<file path="config.mk">
export PLATFORM = sky130hd
export DESIGN_NAME = pca_cell
export DESIGN_NICKNAME = d
export VERILOG_FILES = /design/src/hw/rtl/pixel_cluster_accumulator_unit_assert.svh /design/src/hw/rtl/pca_pkg.sv /design/src/hw/rtl/pca_cell.sv
export SDC_FILE = /design/constraint.sdc
export NUM_CORES = 1
export LEC_CHECK = 0
export BUFFER_PORTS_ARGS = -buffer_cell sky130_fd_sc_hd__clkbuf_2
export CORE_MARGIN = 4
export CORE_UTILIZATION = 51
export CTS_BUF_LIST = sky130_fd_sc_hd__clkbuf_16
export DETAILED_ROUTE_END_ITERATION = 16
export PLACE_DENSITY = 0.77
export SYNTH_ARGS = -nofsm -noshare
export SYNTH_HDL_FRONTEND = slang
export SYNTH_SLANG_ARGS = --single-unit
</file>
<file path="constraint.sdc">
create_clock -name clk_i -period 2.9 [get_ports clk_i]
set_input_delay 0.435 -clock clk_i [delete_from_list [all_inputs] [get_ports clk_i]]
set_output_delay 0.435 -clock clk_i [all_outputs]
set_load 0.005 [all_outputs]
</file>
<file path="src/hw/rtl/pixel_cluster_accumulator_unit_assert.svh">
// Assertion macros shared by the pixel cluster accumulator RTL.
`ifndef PIXEL_CLUSTER_ACCUMULATOR_UNIT_ASSERT_SVH
`define PIXEL_CLUSTER_ACCUMULATOR_UNIT_ASSERT_SVH
`ifndef ASSERT_OFF
`define PCA_ASSERT(lbl, prop, msg) \
  lbl: assert property (@(posedge clk_i) disable iff (!rst_ni) prop) else $error(msg);
`define PCA_ASSERT_NORST(lbl, prop, msg) \
  lbl: assert property (@(posedge clk_i) prop) else $error(msg);
`else
`define PCA_ASSERT(lbl, prop, msg)
`define PCA_ASSERT_NORST(lbl, prop, msg)
`endif
`endif

</file>
<file path="src/hw/rtl/pca_pkg.sv">
// Package with constants and types of the pixel cluster accumulator.
`timescale 1ns / 1ps
package pca_pkg;
  localparam int unsigned MAX_PIXELS = 256;
  localparam int unsigned COORD_BITS = 10;
  localparam int unsigned FRAC_BITS  = 8;
  localparam int unsigned CMD_W      = 3;
  localparam int unsigned CNT_W      = $clog2(MAX_PIXELS + 1);
  localparam int unsigned SUM_W      = COORD_BITS + $clog2(MAX_PIXELS);
  localparam int unsigned CTR_W      = COORD_BITS + FRAC_BITS;
  localparam int unsigned DVD_W      = SUM_W + FRAC_BITS;
  localparam int unsigned DSTEP_W    = $clog2(DVD_W + 1);
  localparam int unsigned SCAN_GROUP = 16;
  localparam int unsigned SCAN_N     = (MAX_PIXELS + SCAN_GROUP - 1) / SCAN_GROUP;
  localparam int unsigned SCAN_W     = $clog2(SCAN_N + 1);
  localparam int unsigned HIT_W      = SCAN_N * SCAN_GROUP;

  typedef enum logic [CMD_W-1:0] {
    CMD_ADD    = 3'd0,
    CMD_NEAR   = 3'd1,
    CMD_SAME   = 3'd2,
    CMD_REPORT = 3'd3,
    CMD_CLEAR  = 3'd4
  } cmd_e;

  typedef enum logic [2:0] {
    ST_IDLE,
    ST_CMP,
    ST_LOAD,
    ST_RUN,
    ST_DONE
  } state_e;

  typedef logic [COORD_BITS-1:0] coord_t;

  typedef struct packed {
    coord_t y;
    coord_t x;
  } pixel_t;

  typedef struct packed {
    pixel_t pix;
    logic   shift;
  } cell_query_t;

  typedef struct packed {
    logic near;
    logic same;
  } cell_hit_t;
endpackage

</file>
<file path="src/hw/rtl/pca_cell.sv">
// One storage cell of the pixel chain with its neighbour and match compare.
`timescale 1ns / 1ps
module pca_cell import pca_pkg::*; (
  input  logic        clk_i,
  input  cell_query_t query_i,
  input  pixel_t      shift_in_i,
  input  logic        active_i,
  output pixel_t      shift_out_o,
  output cell_hit_t   hit_o
);
  pixel_t pix_q;
  logic   eq_x, eq_y, adj_x, adj_y;

  always_ff @(posedge clk_i) begin
    if (query_i.shift) begin
      pix_q <= shift_in_i;
    end
  end

  always_comb begin
    eq_x  = query_i.pix.x == pix_q.x;
    eq_y  = query_i.pix.y == pix_q.y;
    adj_x = ({1'b0, query_i.pix.x} == {1'b0, pix_q.x} + 1'b1) ||
            ({1'b0, pix_q.x} == {1'b0, query_i.pix.x} + 1'b1);
    adj_y = ({1'b0, query_i.pix.y} == {1'b0, pix_q.y} + 1'b1) ||
            ({1'b0, pix_q.y} == {1'b0, query_i.pix.y} + 1'b1);
    hit_o.same = active_i && eq_x && eq_y;
    hit_o.near = active_i && ((eq_x && eq_y) || (eq_x && adj_y) || (eq_y && adj_x));
  end

  assign shift_out_o = pix_q;
endmodule

</file>
==> metrics.yaml <==
die:
  die_w_um: 70.56
  initial_core_util: 0.5370
  io_pins: 65
  die-area_mm2: 0.004978
  num_rows: 22
  die_height_um: 70.56
  core_mm2: 0.003716
route:
  ant_nets: 0
  dr.pass1.iters: 4
  routed_wl_um: 5208
  vias: 2039
  post-route-drc-count: 0
  wl_per_cell_um: 15.23
  vias_per_cell: 5.962
  drt_iter0_drc: 186
finish:
  n_antenna_cell: 0
  nNetsFinal: 342
  fin_util: 0.6852
  drive_gt1_frac: 0.3129
  stdcell_area_mm2: 0.002546
  area_delta_synth_final_pct: 27.59
  largest_reg_flops: 20
  layout_common_cells: "clkbuf_2 (63), edfxtp_1 (20), xnor2_1 (19), buf_4 (16), xor2_1 (15)"
  final_common_cell: "clkbuf_2"
cts:
  clk_pin_slew_ps: 50
  cts_max_path_buffers: 2
  cts_tree: "done"
  clock_sink_count: 20
  cts_buffers: 3
  htreeDepth: 1
  cts_root_buf: "clkbuf_16"
sta:
  tightest_slew_ps: 509.0
  rsz0062_at_grt: "yes"
  clock.fmax_ghz: 0.3461
  hold-worst-slack_ps: 359.0
  fin_crit_ps: 2889
  finalSetupViolCount: 0
  period_share: 0.9962
  hold_viol: 0
  relSlewSlack: 0.6582
  slew_viol_final: 0
global_routing:
  antenna_found_initial: 0
  grt_pass1_wl_um: 7948
  top_usage_layer: "met1"
  met1_usage: 0.3013
  grt_util_all_layers: 0.1962
  grt_pass1_vias: 1687
  grt_start_max_net_pins: 21
  grtUsageMet3: 0.03267
  overflow: 0
  grtUsageMet2: 0.2796
power:
  p_sw_mw: 0.2910
  pwr-share-seq: 0.392
  ir_drop_uv: 449.1
  p_leak_nw: 1.053
  switching_share: 0.2996
  p_per_area_mw_per_mm2: 381.4
  finalPower_mw: 0.9712
  intPower_mw: 0.6802
  power.share.clock: 0.279
  pwr-share-comb: 0.329
place:
  dp_hpwl_um: 4121
  place.gp.congestion: 0.8873
  portBuffers: 64
  placed_area_mm2: 0.002400
synth:
  ys_ff_latch: 20
  synthFlopType: "edfxtp_1"
  ys_top_cells_by_area: "edfxtp_1 (30%), xnor2_1 (8.3%), xor2_1 (7.0%), nand3_1 (2.8%), a21oi_1 (2.5%)"
  synth_nets: 270
  synthCells: 223
  avgSynthCellArea_um2: 8.949
  ys_types: 59
  ys_warn_count: 0
  synthArstFlopShare: 0
  synth_area_mm2: 0.001996
  yosys.area.top_type: "edfxtp_1"
  synth_top_area_share: 0.3009
  yosysSeqAreaShare: 0.3009
  synth_edf_count: 20
worst_setup_path:
  critPathMaxFanout: 2
  cp-start-kind: "register"
  worstSetupPathType: "register to primary output"
  cp.depth: 7
  crit_end: "hit_o[1]"
  arrival_ps: 2450
  slowest_delay_ps: 500
  cp-end-kind: "primary output"
  cp.required_ps: 2470
  path_buf_inv: 1
  crit_start: "shift_out_o[8]"
  cp_cell_sequence: "xor2_2 > or4_1 > or4_4 > nor4_4 > o2111ai_2 > o221ai_1 > buf_2"
  cp_slowest_cell: "or4_1"
  cp_top_family: "simple AND/OR/NAND/NOR gates"
job:
  cap_violations: 0
status:
  outcome: "finished, final reports clean"
hold_path:
  min-delay-path-class: "input pin to register"
## cell usage after synthesis (all sizes together) (5+ instances only)
| cell type | n |
|---|---|
| a21oi | 10 |
| nor3 | 8 |
| nand4 | 8 |
| clkbuf | 10 |
| nand3 | 11 |
| and3 | 8 |
| nand2 | 10 |
| xnor2 | 19 |
| nor4 | 6 |
| nand2b | 6 |
| edfxtp | 20 |
| xor2 | 16 |
| o21ai | 10 |
| nor2 | 10 |
| inv | 5 |
## area by class of cell
cell class	instances	area, um2
inverter	5	18.77
timing repair buffer	80	440.4
tap	48	60.06
sequential	20	600.6
clock inverter	1	3.754
fill	298	1170
clock buffer	3	75.07
multi-input combinational	185	1348
## power groups by stage
| stage | clock, mW | combinational (mW) | sequential [mW] |
|---|---|---|---|
| after global routing | 0.293 | 0.348 | 0.384 |
| final | 0.271 | 0.320 | 0.381 |
| after CTS | 0.278 | 0.308 | 0.379 |
| after floorplan | 0 | 0.184 | 0.379 |
| after detailed placement | 0 | 0.299 | 0.385 |
| after global placement | 0 | 0.298 | 0.384 |
## through the flow
step	setup WS, ps	std cells	setup TNS, ps
6_report	11.03	342	0
2_1_floorplan	370.7	223	0
3_3_place_gp	122.0	333	0
3_5_place_dp	64.42	333	0
5_1_grt	-110.9	342	-110.9
4_1_cts	0.1388	340	0
## how the worst min path moves through the flow
stage,from,endpoint,cells past startpoint
detailed placement,shift_in_i[3],shift_out_o[3],1
CTS,shift_in_i[3],shift_out_o[3],1
global placement,shift_in_i[1],shift_out_o[1],1
finish,shift_in_i[3],shift_out_o[3],1
global route,shift_in_i[19],shift_out_o[19],1
floorplan,shift_in_i[0],shift_out_o[0],0
## metal layers
| metal | routed length [um] | up-vias |
|---|---|---|
| li1 | - | 1014 |
| met1 | 2408 | 933 |
| met2 | 2299 | 87 |
| met3 | 440 | 5 |
| met4 | 60 | 0 |
| met5 | 0 | - |
## repair_timing
item	in CTS	in global routing
resized for setup	2	4
cloned	0	0
hold buffers	0	0
endpoints found under the setup margin	1	1
buffers inserted	3	2
pin swaps	5	6
## cell families after synthesis
| family | Yosys count | share of synthesized area |
|---|---|---|
| compound gates | 53 | 0.1868 |
| mux | 3 | 0.01567 |
| fa+ha+maj | 4 | 0.02508 |
| xor+xnor | 36 | 0.1655 |
| simple gates | 89 | 0.2671 |
| buf+inv | 18 | 0.03887 |
| flops | 20 | 0.3009 |
No activity file was read; power rests on OpenSTA's default activity.
