$ cat src/hw/rtl/pixel_cluster_accumulator_unit_assert.svh
// Assertion macros shared by the pixel cluster accumulator RTL.
`ifndef PIXEL_CLUSTER_ACCUMULATOR_UNIT_ASSERT_SVH
`define PIXEL_CLUSTER_ACCUMULATOR_UNIT_ASSERT_SVH
`ifndef ASSERT_OFF
`define PCA_ASSERT(lbl, prop, msg) \
  lbl: assert property (@(posedge clk_i) disable iff (!rst_ni) prop) else $error(msg);
`define PCA_ASSERT_NORST(lbl, prop, msg) \
  lbl: assert property (@(posedge clk_i) prop) else $error(msg);
`else
`define PCA_ASSERT(lbl, prop, msg)
`define PCA_ASSERT_NORST(lbl, prop, msg)
`endif
`endif

$ cat src/hw/rtl/pca_pkg.sv
// Package with constants and types of the pixel cluster accumulator.
`timescale 1ns / 1ps
package pca_pkg;
  localparam int unsigned MAX_PIXELS = 256;
  localparam int unsigned COORD_BITS = 10;
  localparam int unsigned FRAC_BITS  = 8;
  localparam int unsigned CMD_W      = 3;
  localparam int unsigned CNT_W      = $clog2(MAX_PIXELS + 1);
  localparam int unsigned SUM_W      = COORD_BITS + $clog2(MAX_PIXELS);
  localparam int unsigned CTR_W      = COORD_BITS + FRAC_BITS;
  localparam int unsigned DVD_W      = SUM_W + FRAC_BITS;
  localparam int unsigned DSTEP_W    = $clog2(DVD_W + 1);
  localparam int unsigned SCAN_GROUP = 16;
  localparam int unsigned SCAN_N     = (MAX_PIXELS + SCAN_GROUP - 1) / SCAN_GROUP;
  localparam int unsigned SCAN_W     = $clog2(SCAN_N + 1);
  localparam int unsigned HIT_W      = SCAN_N * SCAN_GROUP;

  typedef enum logic [CMD_W-1:0] {
    CMD_ADD    = 3'd0,
    CMD_NEAR   = 3'd1,
    CMD_SAME   = 3'd2,
    CMD_REPORT = 3'd3,
    CMD_CLEAR  = 3'd4
  } cmd_e;

  typedef enum logic [2:0] {
    ST_IDLE,
    ST_CMP,
    ST_LOAD,
    ST_RUN,
    ST_DONE
  } state_e;

  typedef logic [COORD_BITS-1:0] coord_t;

  typedef struct packed {
    coord_t y;
    coord_t x;
  } pixel_t;

  typedef struct packed {
    pixel_t pix;
    logic   shift;
  } cell_query_t;

  typedef struct packed {
    logic near;
    logic same;
  } cell_hit_t;
endpackage

$ cat src/hw/rtl/pca_divider.sv
// Bit-serial restoring divider for the centroid, one quotient bit a cycle.
`timescale 1ns / 1ps
`include "pixel_cluster_accumulator_unit_assert.svh"
module pca_divider import pca_pkg::*; (
  input  logic             clk_i,
  input  logic             rst_ni,
  input  logic             load_i,
  input  logic [DVD_W-1:0] dividend_i,
  input  logic [CNT_W-1:0] divisor_i,
  output logic [CTR_W-1:0] quot_o,
  output logic             done_o
);
  logic [DVD_W-1:0]   dvd_q, dvd_d;
  logic [CNT_W-1:0]   rem_q, rem_d, dsr_q;
  logic [DSTEP_W-1:0] step_q, step_d;
  logic [CNT_W:0]     trial, diff;
  logic               ge;

  assign done_o = step_q == DSTEP_W'(DVD_W);

  always_comb begin
    trial  = {rem_q, dvd_q[DVD_W-1]};
    diff   = trial - {1'b0, dsr_q};
    ge     = trial >= {1'b0, dsr_q};
    rem_d  = ge ? diff[CNT_W-1:0] : trial[CNT_W-1:0];
    dvd_d  = {dvd_q[DVD_W-2:0], ge};
    step_d = step_q + 1'b1;
  end

  always_ff @(posedge clk_i or negedge rst_ni) begin
    if (!rst_ni) begin
      step_q <= DSTEP_W'(DVD_W);
    end else if (load_i) begin
      step_q <= '0;
    end else if (!done_o) begin
      step_q <= step_d;
    end
  end

  always_ff @(posedge clk_i) begin
    if (load_i) begin
      dvd_q <= dividend_i;
      rem_q <= '0;
      dsr_q <= divisor_i;
    end else if (!done_o) begin
      dvd_q <= dvd_d;
      rem_q <= rem_d;
    end
  end

  assign quot_o = dvd_q[CTR_W-1:0];

  `PCA_ASSERT(div_load_restarts_a, load_i |=> !done_o, "divider done right after load")
  `PCA_ASSERT(div_done_holds_a, done_o && !load_i |=> done_o, "divider left done without load")
  `PCA_ASSERT(div_step_range_a, step_q <= DSTEP_W'(DVD_W), "divider step count out of range")
endmodule

$ cat config.mk
export PLATFORM = sky130hd
export DESIGN_NAME = pca_divider
export DESIGN_NICKNAME = d
export VERILOG_FILES = /design/src/hw/rtl/pca_pkg.sv /design/src/hw/rtl/pca_divider.sv
export VERILOG_INCLUDE_DIRS = /design/src /design/src/hw/rtl
export SDC_FILE = /design/constraint.sdc
export NUM_CORES = 1
export LEC_CHECK = 0
export ABC_AREA = 1
export BUFFER_PORTS_ARGS = -buffer_cell sky130_fd_sc_hd__clkbuf_2
export CELL_PAD_IN_SITES_DETAIL_PLACEMENT = 0
export CELL_PAD_IN_SITES_GLOBAL_PLACEMENT = 1
export CORE_MARGIN = 5
export CORE_UTILIZATION = 35
export DETAILED_ROUTE_END_ITERATION = 8
export PLACE_DENSITY_LB_ADDON = 0.3
export SETUP_SLACK_MARGIN = 0.5
export SKIP_CTS_REPAIR_TIMING = 1
export SYNTH_ARGS = -nofsm -noshare
export SYNTH_HDL_FRONTEND = slang
export SYNTH_SLANG_ARGS = --single-unit
$ cat constraint.sdc
create_clock -name clk_i -period 3.51 [get_ports clk_i]
set_input_delay 0.351 -clock clk_i [delete_from_list [all_inputs] [get_ports clk_i]]
set_output_delay 0.351 -clock clk_i [all_outputs]
set_load 0.005 [all_outputs]
==> metrics.txt <==
Critical Path Source Type=flip-flop; Yosys Warn Count=0; CTS tree=done; post-route ant nets=0; via count=1969; Post-Syn Area=2675 µm²; DRC=0; clk slew on worst S/H paths=0.09 ns; critical path arrival=2.09 ns; final setup fails=0; H-tree levels=2; Peak VDD IR=208.4 µV; vias in the first global route=2041; post-route cell area=3018 µm²; cell count after placement=443; Post-synth ARST share=10.20%; CP Class=reg2reg; worst hold path class=in2reg; CTS buffer count=5; CP dominant cell by count=inv_1; P&R area growth vs syn=12.82%; CP startpoint=step_q[0]$_DFFE_PN0P_; max_slew headroom=34.70%; crit path max-delay cell type=inv_1; Initial DRC Count=64; count leader, synth=nand2_1; Worst Max-Slew Pin Slew=0.9785 ns; crit path cell chain=inv_1 > ha_1 > inv_1 > nor2_1 > nand3_1 > nor2_1 > buf_4 > inv_1; clock root cell=clkbuf_8; area of the multi-input gates=1025 µm²; # fillers=777; Post-synth top cells=nand2_1 (135), edfxtp_1 (35), inv_1 (26); synth top area cells=edfxtp_1 (39%), nand2_1 (19%), dfxtp_1 (6.7%); Die H=97.43 µm; clock sinks=49; Reg2Reg Setup Slack=1.35 ns; effective utilization at floorplan=36.49%; clk buf depth=2; clock latency on the worst-skew pair=0.31 ns; pin count of the biggest net entering global routing=39; Final Hold Viols=0; Overall Global Routing Usage=12.06%; Synth Net Count=362; post-DP HPWL=4.100 mm; Worst Setup EP=dvd_q[7]$_DFFE_PP_; GR peak layer=met2; met1 Use GR=15.63%; Seq. cell area=1360 µm²; WP buf/inv=4; pwr dens=560.4 nW/µm²; final setup skew=0.01192 ns; cell count after synthesis=312; post-synthesis sequential area ratio=50.84%; grt met3 use=2.728%; Pins Over Slew Limit=0; CP top delay family=buffers and inverters; Synth top area share=39.29%; area of the die=9492 µm²; fmax=462.4 MHz; setup TNS=0 ns; DR vias/cell=4.356; Post-Syn Area per Cell=8.574 µm²; DRT Pass-1 Iters=4; FF-to-FF path depth=8; WP depth=8; final net count=402; Leak=1.547 nW; Die W=97.43 µm; CP Max Fanout=26; GRT overflow=0; RSZ-0062 raised after global routing=false; WL final=5.493 mm; Core ar.=7331 µm²; first-pass GRT wire length=9.342 mm; max cap viols=0; DP Area=2918 µm²; Reg-to-Reg End=dvd_q[7]$_DFFE_PP_; wire per inst=12.15 µm; GPL Wtd Cong=0.7560; initial antenna violation count=0; Synth area leader=edfxtp_1; Main synth FF type=edfxtp_1; slowest stage delay, CP=0.72 ns; Period Utilization, post-route=61.62%; CP Capture Type=flip-flop; # rows=31; reg2reg start=step_q[0]$_DFFE_PN0P_; post-synthesis cell type count=31; run status=finished clean; clock period minus worst slack=2.163 ns; met2 Usage GRT=19.98%; EDFF count, synth=35; layout cell share with drive strength beyond 1=23.23%; Req. time, crit path=3.44 ns; post-route insts no fill=452; IO buf count=56; io pins=57; n_diodes=0; Seq cells post-synth=49
[layer usage]
layer	part of all wire, %	vias to the layer above
li1	-	1050
met3	3.8	9
met5	0	-
met1	48	872
met4	2.1	0
met2	46	38
[final cells by class]
class                      count  area share (%)
sequential                    49           45.07
inverter                      30           3.773
timing repair buffer          59           10.12
tap                           99           4.104
clock inverter                 3          0.7048
multi-input combinational    207           33.96
clock buffer                   5           2.280
[flip-flops by register name (all words and copies together) (netlist names)]
signal,cells
dsr_q,9
dvd_q,26
rem_q,9
step_q,5
[cell families after synthesis]
kind of cell               share of synthesized area, %
xor gates and xnor gates                          1.965
adders and majority gates                         5.893
and+or+nand+nor                                   28.95
buffers and inverters                             10.85
AOI/OAI and AO/OA                                 1.497
DFF                                               50.84
[per-stage QoR]
stage	hold slack (ns)	setup slack (ns)	utilization (%)	power [mW]
floorplan	0.05541	1.605	-	1.246
global placement	0.1697	1.388	39.80	1.364
detailed placement	0.1708	1.324	39.80	1.371
CTS	-0.1652	1.305	41.03	1.715
global route	0.2057	1.137	41.17	1.840
finish	0.2203	1.347	41.17	1.691
[worst reg2reg max path, stage by stage (launching register included)]
cell,delay (ns)
dfrtp_1,0.41
inv_1,0.06
ha_1,0.19
inv_1,0.05
nor2_1,0.03
nand3_1,0.10
nor2_1,0.05
buf_4,0.17
inv_1,0.72
[how the worst min path moves through the flow]
| stage | start | endpoint | slack [ns] | cells past startpoint |
|---|---|---|---|---|
| floorplan | rst_ni | step_q[0]$_DFFE_PN0P_ | 0.06 | 0 |
| global placement | rst_ni | step_q[2]$_DFFE_PN0P_ | 0.17 | 1 |
| detailed placement | rst_ni | step_q[2]$_DFFE_PN0P_ | 0.17 | 1 |
| CTS | rst_ni | step_q[2]$_DFFE_PN0P_ | -0.17 | 1 |
| global route | divisor_i[2] | dsr_q[2]$_DFFE_PP_ | 0.21 | 1 |
| finish | divisor_i[5] | dsr_q[5]$_DFFE_PP_ | 0.22 | 1 |
[cells in the final DEF, fill, tap and decap left out, types with 2 or more instances in the layout]
cell type | netlist | final
o21ai_0 | 2 | 2
dfrtp_1 | 2 | 2
clkbuf_2 | 0 | 56
clkbuf_8 | 0 | 5
a21oi_1 | 3 | 3
xnor2_1 | 3 | 3
inv_2 | 2 | 2
xor2_1 | 3 | 3
inv_1 | 26 | 26
dfxtp_1 | 9 | 9
nor2_1 | 9 | 9
nand3_1 | 19 | 19
nand3b_1 | 9 | 9
edfxtp_1 | 35 | 35
buf_4 | 18 | 2
nand2_2 | 5 | 5
nand2_1 | 135 | 135
dfstp_2 | 3 | 3
ha_1 | 11 | 11
clkinv_2 | 1 | 2
[power by group]
part           switching, mW  total [mW]  internal (mW)
sequential            0.0609       0.772          0.711
combinational          0.339       0.581          0.242
clock                  0.196       0.338          0.142
(Power assumes the default switching activity.)
